File: src/rtl/core/rltc_pkg.sv
// ----------------------------------------------------------------------------
// rltc_pkg
// Shared types and constants for the ordering table clear DMA channel.
// ----------------------------------------------------------------------------
`default_nettype none

package rltc_pkg;

  localparam int ADDR_BITS  = 24;
  localparam int COUNT_BITS = 16;
  localparam int CNT_W      = COUNT_BITS + 1;
  localparam int MEM_W      = 24;
  localparam int DATA_W     = 32;

  localparam logic [DATA_W-1:0] MADR_HIGH  = 32'hFF00_0000;
  localparam logic [DATA_W-1:0] CHCR_FIXED = 32'h0000_0002;
  localparam logic [MEM_W-1:0]  END_MARK   = 24'hFF_FFFF;
  localparam int BIT_START   = 24;
  localparam int BIT_TRIGGER = 28;
  localparam int BIT_SNOOP   = 30;
  localparam int STEP        = 4;

  typedef enum logic [1:0] {
    FUNC_READ  = 2'd0,
    FUNC_WRITE = 2'd1,
    FUNC_TICK  = 2'd2
  } func_t;

  typedef enum logic [3:0] {
    OFF_MADR = 4'h0,
    OFF_BCR  = 4'h4,
    OFF_CHCR = 4'h8
  } reg_off_t;

  typedef enum logic {
    KIND_READ  = 1'b0,
    KIND_MEMWR = 1'b1
  } kind_t;

  typedef struct packed {
    logic              kind;
    logic [DATA_W-1:0] read_data;
    logic [MEM_W-1:0]  mem_addr;
    logic [MEM_W-1:0]  mem_data;
    logic              last;
  } res_t;

endpackage

`default_nettype wire

File: src/rtl/core/rltc_ifs.sv
// ----------------------------------------------------------------------------
// rltc_ifs
// Valid/ready channel interfaces for the request and result streams.
// ----------------------------------------------------------------------------
`default_nettype none

interface rltc_in_if;
  logic        valid;
  logic        ready;
  logic [1:0]  func;
  logic [3:0]  reg_offset;
  logic [31:0] write_data;

  modport source (output valid, output func, output reg_offset, output write_data,
                  input ready);
  modport sink   (input valid, input func, input reg_offset, input write_data,
                  output ready);
endinterface

interface rltc_out_if;
  logic        valid;
  logic        ready;
  logic        kind;
  logic [31:0] read_data;
  logic [23:0] mem_addr;
  logic [23:0] mem_data;
  logic        last;

  modport source (output valid, output kind, output read_data, output mem_addr,
                  output mem_data, output last, input ready);
  modport sink   (input valid, input kind, input read_data, input mem_addr,
                  input mem_data, input last, output ready);
endinterface

`default_nettype wire

File: src/rtl/core/rltc_core.sv
// ----------------------------------------------------------------------------
// rltc_core
// Channel registers, transfer sequencer and result formation per transaction.
// ----------------------------------------------------------------------------
`default_nettype none

module rltc_core (
  input  wire logic                  clk,
  input  wire logic                  rst_n,
  input  wire logic                  accept,
  input  wire logic [1:0]            func,
  input  wire logic [3:0]            reg_offset,
  input  wire logic [31:0]           write_data,
  input  wire logic                  cfg_we,
  input  wire logic                  cfg_wdata,
  output      logic                  res_valid,
  output      rltc_pkg::res_t        res
);

  logic                            enable_r;
  logic [rltc_pkg::MEM_W-1:0]      base_r, base_nxt;
  logic [rltc_pkg::DATA_W-1:0]     bcw_r, bcw_nxt;
  logic                            start_r, start_nxt;
  logic                            trig_r, trig_nxt;
  logic                            snoop_r, snoop_nxt;
  logic                            busy_r, busy_nxt;
  logic [rltc_pkg::ADDR_BITS-1:0]  cur_r, cur_nxt;
  logic [rltc_pkg::CNT_W-1:0]      left_r, left_nxt;

  logic [rltc_pkg::ADDR_BITS-1:0]  cur_dec;
  logic [rltc_pkg::COUNT_BITS-1:0] cnt_field;
  logic [rltc_pkg::CNT_W-1:0]      cnt_load;
  logic [rltc_pkg::DATA_W-1:0]     rd_val;
  logic                            fin;

  assign cur_dec   = cur_r - rltc_pkg::ADDR_BITS'(rltc_pkg::STEP);
  assign cnt_field = bcw_r[rltc_pkg::COUNT_BITS-1:0];
  // a count of zero means the full range
  assign cnt_load  = (cnt_field == '0) ? (rltc_pkg::CNT_W'(1) << rltc_pkg::COUNT_BITS)
                                       : rltc_pkg::CNT_W'(cnt_field);
  assign fin       = (left_r <= rltc_pkg::CNT_W'(1));

  always_comb begin
    case (rltc_pkg::reg_off_t'(reg_offset))
      rltc_pkg::OFF_MADR: rd_val = rltc_pkg::MADR_HIGH | rltc_pkg::DATA_W'(base_r);
      rltc_pkg::OFF_BCR:  rd_val = bcw_r;
      rltc_pkg::OFF_CHCR: rd_val = rltc_pkg::CHCR_FIXED
                                 | (rltc_pkg::DATA_W'(start_r) << rltc_pkg::BIT_START)
                                 | (rltc_pkg::DATA_W'(trig_r)  << rltc_pkg::BIT_TRIGGER)
                                 | (rltc_pkg::DATA_W'(snoop_r) << rltc_pkg::BIT_SNOOP);
      default:            rd_val = '0;
    endcase
  end

  always_comb begin
    base_nxt  = base_r;
    bcw_nxt   = bcw_r;
    start_nxt = start_r;
    trig_nxt  = trig_r;
    snoop_nxt = snoop_r;
    busy_nxt  = busy_r;
    cur_nxt   = cur_r;
    left_nxt  = left_r;
    res_valid = 1'b0;
    res       = '0;
    if (accept) begin
      case (rltc_pkg::func_t'(func))
        rltc_pkg::FUNC_READ: begin
          res_valid     = 1'b1;
          res.kind      = rltc_pkg::KIND_READ;
          res.read_data = rd_val;
        end
        rltc_pkg::FUNC_WRITE: begin
          if (!busy_r) begin
            case (rltc_pkg::reg_off_t'(reg_offset))
              rltc_pkg::OFF_MADR: base_nxt = write_data[rltc_pkg::MEM_W-1:0];
              rltc_pkg::OFF_BCR:  bcw_nxt  = write_data;
              rltc_pkg::OFF_CHCR: begin
                start_nxt = write_data[rltc_pkg::BIT_START];
                trig_nxt  = write_data[rltc_pkg::BIT_TRIGGER];
                snoop_nxt = write_data[rltc_pkg::BIT_SNOOP];
                if (write_data[rltc_pkg::BIT_START] && write_data[rltc_pkg::BIT_TRIGGER]
                    && enable_r) begin
                  left_nxt = cnt_load;
                  cur_nxt  = rltc_pkg::ADDR_BITS'(base_r);
                  busy_nxt = 1'b1;
                end
              end
              default: ;
            endcase
          end
        end
        rltc_pkg::FUNC_TICK: begin
          if (busy_r) begin
            res_valid    = 1'b1;
            res.kind     = rltc_pkg::KIND_MEMWR;
            res.mem_addr = rltc_pkg::MEM_W'(cur_r);
            res.mem_data = fin ? rltc_pkg::END_MARK : rltc_pkg::MEM_W'(cur_dec);
            res.last     = fin;
            cur_nxt      = cur_dec;
            if (fin) begin
              left_nxt  = '0;
              busy_nxt  = 1'b0;
              start_nxt = 1'b0;
              trig_nxt  = 1'b0;
            end else begin
              left_nxt  = left_r - rltc_pkg::CNT_W'(1);
            end
          end
        end
        default: ;
      endcase
    end
  end

  always_ff @(posedge clk) begin
    if (!rst_n) begin
      enable_r <= 1'b0;
      base_r   <= '0;
      bcw_r    <= '0;
      start_r  <= 1'b0;
      trig_r   <= 1'b0;
      snoop_r  <= 1'b0;
      busy_r   <= 1'b0;
      cur_r    <= '0;
      left_r   <= '0;
    end else begin
      if (cfg_we) begin
        enable_r <= cfg_wdata;
      end
      base_r  <= base_nxt;
      bcw_r   <= bcw_nxt;
      start_r <= start_nxt;
      trig_r  <= trig_nxt;
      snoop_r <= snoop_nxt;
      busy_r  <= busy_nxt;
      cur_r   <= cur_nxt;
      left_r  <= left_nxt;
    end
  end

`ifndef SYNTHESIS
  a_busy_has_words: assert property (@(posedge clk) disable iff (!rst_n)
    busy_r |-> (left_r != '0))
    else $error("busy with no words left");
  a_idle_no_words: assert property (@(posedge clk) disable iff (!rst_n)
    !busy_r |-> (left_r == '0))
    else $error("idle with words left");
  a_launch_bits: assert property (@(posedge clk) disable iff (!rst_n)
    $rose(busy_r) |-> (start_r && trig_r && enable_r))
    else $error("transfer started without start, trigger and enable");
  a_end_clears: assert property (@(posedge clk) disable iff (!rst_n)
    $fell(busy_r) |-> (!start_r && !trig_r))
    else $error("start or trigger left set after transfer");
`endif

endmodule

`default_nettype wire

File: src/rtl/core/rltc_out_reg.sv
// ----------------------------------------------------------------------------
// rltc_out_reg
// Result register; holds one result and refills in the cycle it drains.
// ----------------------------------------------------------------------------
`default_nettype none

module rltc_out_reg (
  input  wire logic           clk,
  input  wire logic           rst_n,
  input  wire logic           load,
  input  wire rltc_pkg::res_t res_in,
  input  wire logic           out_ready,
  output      logic           out_valid,
  output      logic           can_take,
  output      rltc_pkg::res_t res_out
);

  logic           valid_r, valid_nxt;
  rltc_pkg::res_t data_r;

  assign can_take  = !valid_r || out_ready;
  assign valid_nxt = load || (valid_r && !out_ready);
  assign out_valid = valid_r;
  assign res_out   = data_r;

  always_ff @(posedge clk) begin
    if (!rst_n) begin
      valid_r <= 1'b0;
    end else begin
      valid_r <= valid_nxt;
    end
  end

  always_ff @(posedge clk) begin
    if (load) begin
      data_r <= res_in;
    end
  end

`ifndef SYNTHESIS
  a_no_overwrite: assert property (@(posedge clk) disable iff (!rst_n)
    (valid_r && !out_ready) |-> !load)
    else $error("result overwritten before taken");
  a_drain: assert property (@(posedge clk) disable iff (!rst_n)
    (valid_r && out_ready && !load) |=> !valid_r)
    else $error("result held after transaction");
  a_fill: assert property (@(posedge clk) disable iff (!rst_n)
    load |=> valid_r)
    else $error("loaded result not presented");
`endif

endmodule

`default_nettype wire

File: src/rtl/core/reverse_link_table_clear_dma_top.sv
// Latency: a result is presented the cycle after its request transaction.
// One request per cycle unless out_ch stalls; the result register refills as it drains.
// A tick while busy issues one table write, so a transfer of N words takes N ticks.
// Reset (rst_n low, synchronous) clears all channel registers and the result valid.
// ----------------------------------------------------------------------------
// reverse_link_table_clear_dma_top
// Ordering table clear DMA channel: bus registers and linked-table writer.
// ----------------------------------------------------------------------------
`default_nettype none

module reverse_link_table_clear_dma_top (
  input  wire logic clk,
  input  wire logic rst_n,
  rltc_in_if.sink   in_ch,
  rltc_out_if.source out_ch,
  input  wire logic cfg_we,
  input  wire logic cfg_wdata
);

  logic           accept;
  logic           can_take;
  logic           res_valid;
  rltc_pkg::res_t res;
  rltc_pkg::res_t res_q;

  assign in_ch.ready = can_take;
  assign accept      = in_ch.valid && can_take;

  rltc_core u_core (
    .clk        (clk),
    .rst_n      (rst_n),
    .accept     (accept),
    .func       (in_ch.func),
    .reg_offset (in_ch.reg_offset),
    .write_data (in_ch.write_data),
    .cfg_we     (cfg_we),
    .cfg_wdata  (cfg_wdata),
    .res_valid  (res_valid),
    .res        (res)
  );

  rltc_out_reg u_out (
    .clk       (clk),
    .rst_n     (rst_n),
    .load      (res_valid),
    .res_in    (res),
    .out_ready (out_ch.ready),
    .out_valid (out_ch.valid),
    .can_take  (can_take),
    .res_out   (res_q)
  );

  assign out_ch.kind      = res_q.kind;
  assign out_ch.read_data = res_q.read_data;
  assign out_ch.mem_addr  = res_q.mem_addr;
  assign out_ch.mem_data  = res_q.mem_data;
  assign out_ch.last      = res_q.last;

endmodule

`default_nettype wire

File: src/flat_wrapper.sv
// flat-port wrapper written by rule: the top's interface ports become plain ports
module reverse_link_table_clear_dma_top_flat 
  (clk, rst_n, cfg_we, cfg_wdata, in_ch_valid, in_ch_func, in_ch_reg_offset, in_ch_write_data, in_ch_ready, out_ch_valid, out_ch_kind, out_ch_read_data, out_ch_mem_addr, out_ch_mem_data, out_ch_last, out_ch_ready);
  rltc_in_if in_ch_i ();
  rltc_out_if out_ch_i ();
  input  wire logic clk;
  input  wire logic rst_n;
  input  wire logic cfg_we;
  input  wire logic cfg_wdata;
  input wire logic [$bits(in_ch_i.valid)-1:0] in_ch_valid;
  input wire logic [$bits(in_ch_i.func)-1:0] in_ch_func;
  input wire logic [$bits(in_ch_i.reg_offset)-1:0] in_ch_reg_offset;
  input wire logic [$bits(in_ch_i.write_data)-1:0] in_ch_write_data;
  output wire logic [$bits(in_ch_i.ready)-1:0] in_ch_ready;
  output wire logic [$bits(out_ch_i.valid)-1:0] out_ch_valid;
  output wire logic [$bits(out_ch_i.kind)-1:0] out_ch_kind;
  output wire logic [$bits(out_ch_i.read_data)-1:0] out_ch_read_data;
  output wire logic [$bits(out_ch_i.mem_addr)-1:0] out_ch_mem_addr;
  output wire logic [$bits(out_ch_i.mem_data)-1:0] out_ch_mem_data;
  output wire logic [$bits(out_ch_i.last)-1:0] out_ch_last;
  input wire logic [$bits(out_ch_i.ready)-1:0] out_ch_ready;
  assign in_ch_i.valid = in_ch_valid;
  assign in_ch_i.func = in_ch_func;
  assign in_ch_i.reg_offset = in_ch_reg_offset;
  assign in_ch_i.write_data = in_ch_write_data;
  assign in_ch_ready = in_ch_i.ready;
  assign out_ch_valid = out_ch_i.valid;
  assign out_ch_kind = out_ch_i.kind;
  assign out_ch_read_data = out_ch_i.read_data;
  assign out_ch_mem_addr = out_ch_i.mem_addr;
  assign out_ch_mem_data = out_ch_i.mem_data;
  assign out_ch_last = out_ch_i.last;
  assign out_ch_i.ready = out_ch_ready;
  reverse_link_table_clear_dma_top u_core (.clk(clk), .rst_n(rst_n), .in_ch(in_ch_i), .out_ch(out_ch_i), .cfg_we(cfg_we), .cfg_wdata(cfg_wdata));
endmodule
File: config.mk
export PLATFORM = sky130hd
export DESIGN_NAME = reverse_link_table_clear_dma_top_flat
export DESIGN_NICKNAME = d
export VERILOG_FILES = /design/src/rtl/core/rltc_pkg.sv /design/src/rtl/core/rltc_ifs.sv /design/src/rtl/core/rltc_core.sv /design/src/rtl/core/rltc_out_reg.sv /design/src/rtl/core/reverse_link_table_clear_dma_top.sv /design/src/flat_wrapper.sv
export SDC_FILE = /design/constraint.sdc
export NUM_CORES = 1
export LEC_CHECK = 0
export ABC_CLOCK_PERIOD_IN_PS = 5700
export BUFFER_PORTS_ARGS = -buffer_cell sky130_fd_sc_hd__buf_2
export CORE_UTILIZATION = 44
export CTS_CLUSTER_SIZE = 40
export DETAILED_ROUTE_END_ITERATION = 7
export GPL_TIMING_DRIVEN = 0
export PLACE_DENSITY = 0.65
export SYNTH_ARGS = -nofsm -noshare
export SYNTH_HDL_FRONTEND = slang
export SYNTH_HIERARCHICAL = 1
export SYNTH_SLANG_ARGS = --single-unit
File: constraint.sdc
create_clock -name clk -period 5.7 [get_ports clk]
set_input_delay 0.285 -clock clk [delete_from_list [all_inputs] [get_ports clk]]
set_output_delay 0.285 -clock clk [all_outputs]
set_load 0.02 [all_outputs]
==> results.yml <==
power:
  clock_power_share: 0.404
  peakVddDrop_v: 0.000231
  p_int_uw: 2200
  leakage_uw: 0.00377
  switchingPower_uw: 841
  p_comb_frac: 0.129
  p_per_area_mw_per_mm2: 303
  power_frac_seq: 0.468
  power_uw: 3040
  switching_share: 0.277
floorplanning:
  rows: 50
  ios: 128
  core_mm2: 0.0188
  die_height_um: 141
  chipWidth_um: 141
  dieArea_mm2: 0.0198
  start_util: 0.450
worst_setup_path:
  crit_type: "in2reg"
  cp.arrival_ps: 2910
  max_stage_delay_ps: 500
  cp_data_required_time_ps: 5820
  cp-start-kind: "primary input"
  worst_setup_path_end_kind: "flop"
  path_cells: "buf_2 > inv_1 > ha_1 > clkbuf_1 > nand3_1 > clkbuf_1 > nand2_4 > buf_16"
  slowest_stage: "nand3_1"
  crit_path_frequent_cell: "clkbuf_1"
  reg2reg_slack_ps: 2980
  path_max_fanout: 65
sta:
  period_needed_ps: 2790
  setup_tns_ps: 0
  clock.fmax_mhz: 358
  timing.final.crit_share: 0.490
  slew-limit-headroom: 0.435
  tightest_slew_ps: 848
  fin_hold_ws_ps: 66.7
  setup_violations: 0
  rsz0062_at_grt: "false"
  finalClockSkew_ps: 11.5
  hold_violations: 0
  drv_slew: 0
synth:
  synth.most_common_cell: "nand2_1"
  yosys-top-cells-count: "155 x nand2_1, 112 x a21oi_1, 103 x dfxtp_1"
  async_flop_share: 0
  synth.distinct_cells: 66
  synth_ff_type: "dfxtp_1"
  yosysTopAreaCell: "edfxtp_1"
  synth-seq-cells: 185
  yosys_warnings: 6
  ys_top_cells_by_area: "edfxtp_1 29%, dfxtp_1 24%, nand2_1 6.9%"
  netlist_instances: 889
  seq_area_frac_synth: 0.535
  syn_avg_cell_area_um2: 9.51
  synth_edf_count: 82
  synth.cell_area_mm2: 0.00845
  syn-num-nets: 939
  yosysTopAreaCellShare: 0.291
global_route:
  grt_pass1_vias: 6688
  antenna_found_initial: 0
  grt_overflow: 0
  grt.total_usage: 0.245
  grt_pass1_wl_um: 36700
  grt_max_degree: 66
layout:
  area_growth_pct: 18.5
  layout-drive-gt1-share: 0.188
  diodes: 0
  nets: 1085
  finish.instance_area_mm2: 0.0100
detailed_routing:
  drt_wl_total_um: 23600
  dr.pass1.iters: 6
  route.detailed.drc: 0
  viasPerCell: 5.64
  dr.first_iter.drc_count: 738
  post_drt_wl_per_cell_um: 18.4
  postRouteAntennaNets: 0
  vias: 7226
cts:
  cts.hold.buffers_added: 0
  cts_tree: "done"
  postCtsSetupBuffers: 0
  cts_buffers: 17
  ctsResizeCount: 0
  root_buffer: "clkbuf_16"
  insertion_delay_ps: 450
  cts.sinks: 185
  clkTransAtPathRegs_ps: 80
  max-clock-path-buffers: 2
  h-tree-depth: 4
placed_design:
  placed_area_mm2: 0.00941
  portBuffers: 126
  hpwlAfterDp_um: 16600
  place_congestion: 0.923
run_status:
  outcome: "finished, final reports clean"
flow_run:
  cap_violations: 0
hold_path:
  min_path_type: "in2reg"
[routing by layer]
| layer | track usage | wire length [µm] |
|---|---|---|
| met1 | 0.325 | 10300 |
| met2 | 0.393 | 10900 |
| met3 | 0.0459 | 1700 |
| met4 | 0.106 | 698 |
| met5 | 0 | 0 |
[through the flow]
stage | setup WS [ps] | util | std cells
final | 2910 | 0.534 | 1282
after global routing | 2790 | 0.534 | 1282
after CTS | 2950 | 0.534 | 1282
after detailed placement | 2460 | 0.502 | 1250
after global placement | 467 | 0.500 | 1249
after floorplan | 2150 | - | 889
[state kept, by name, indices dropped and copies added, names as in the netlist]
signal,cells
u_core/u_out/res_out,82
u_core/u_core/bcw_r,32
u_core/u_core/base_r,24
u_core/u_core/cur_r,24
u_core/u_core/left_r,17
u_core/u_core/busy_r,1
u_core/u_core/enable_r,1
u_core/u_core/snoop_r,1
u_core/u_core/start_r,1
u_core/u_core/trig_r,1
u_core/u_out/out_valid,1
[final cells by class]
type / count / area (µm²)
Clock buffer: 19 / 464
Buffer: 67 / 307
Timing Repair Buffer: 127 / 658
Fill cell: 1797 / 8750
Sequential cell: 185 / 4520
Inverter: 22 / 82.6
Multi-Input combinational cell: 615 / 3550
Tap cell: 234 / 293
Clock inverter: 13 / 144
[power groups by stage]
stage | Sequential, µW | Combinational [µW] | Clock [µW]
after global routing | 1420 | 422 | 1300
after detailed placement | 1450 | 384 | 0
after CTS | 1420 | 386 | 1250
final | 1420 | 391 | 1230
after floorplan | 1470 | 248 | 0
after global placement | 1450 | 380 | 0
[logic make-up (layout without fill, tap and decap cells)]
logic type | count (synthesis) | after routing | share of synthesized area
fa+ha+maj | 6 | 6 | 0.00888
mux | 27 | 27 | 0.0320
xor+xnor | 20 | 20 | 0.0207
simple gates | 341 | 341 | 0.196
flops | 185 | 185 | 0.535
compound gates | 221 | 221 | 0.162
buf+inv | 89 | 248 | 0.0460
[layout by cell type (no fill, tap or decap), types with 4 or more instances in the layout]
cell and instances:
a21boi_0 6, xnor2_1 10, inv_8 5, edfxtp_1 82, a31oi_1 9, and2_1 24
a21oi_1 112, inv_1 20, clkbuf_16 18, or4_1 7, nand4_1 7, inv_6 4
nor3_1 15, mux2i_1 27, nor2b_1 6, o211ai_1 5, buf_2 134, dfxtp_1 103
o22ai_1 15, or2_2 4, nand3_1 12, o21a_1 11, ha_1 6, nand2b_1 4
o21ai_0 21, nand2_1 154, clkbuf_1 49, nor2_1 67, buf_6 5, xor2_1 10
a32o_1 4, a211oi_1 4, nor4_1 11, a22oi_1 7, or3_1 6
[critical path: cells and delay by family]
kind                       cells  cell delay [ps]
adders and majority gates      1              200
buffers and inverters          5             1450
and+or+nand+nor                2              920
[path summary, 6_finish.rpt]
kind / startpoint / cells after the start / end
setup / recovery: in_ch_func[0] / 8 / u_core/u_out/res_out[43]
setup reg to reg: u_core/u_out/out_valid / 6 / u_core/u_out/res_out[43]
hold reg to reg: u_core/u_core/bcw_r[21] / 2 / u_core/u_core/bcw_r[21]
hold / removal: in_ch_write_data[29] / 3 / u_core/u_core/bcw_r[29]
(Power assumes the default switching activity.)
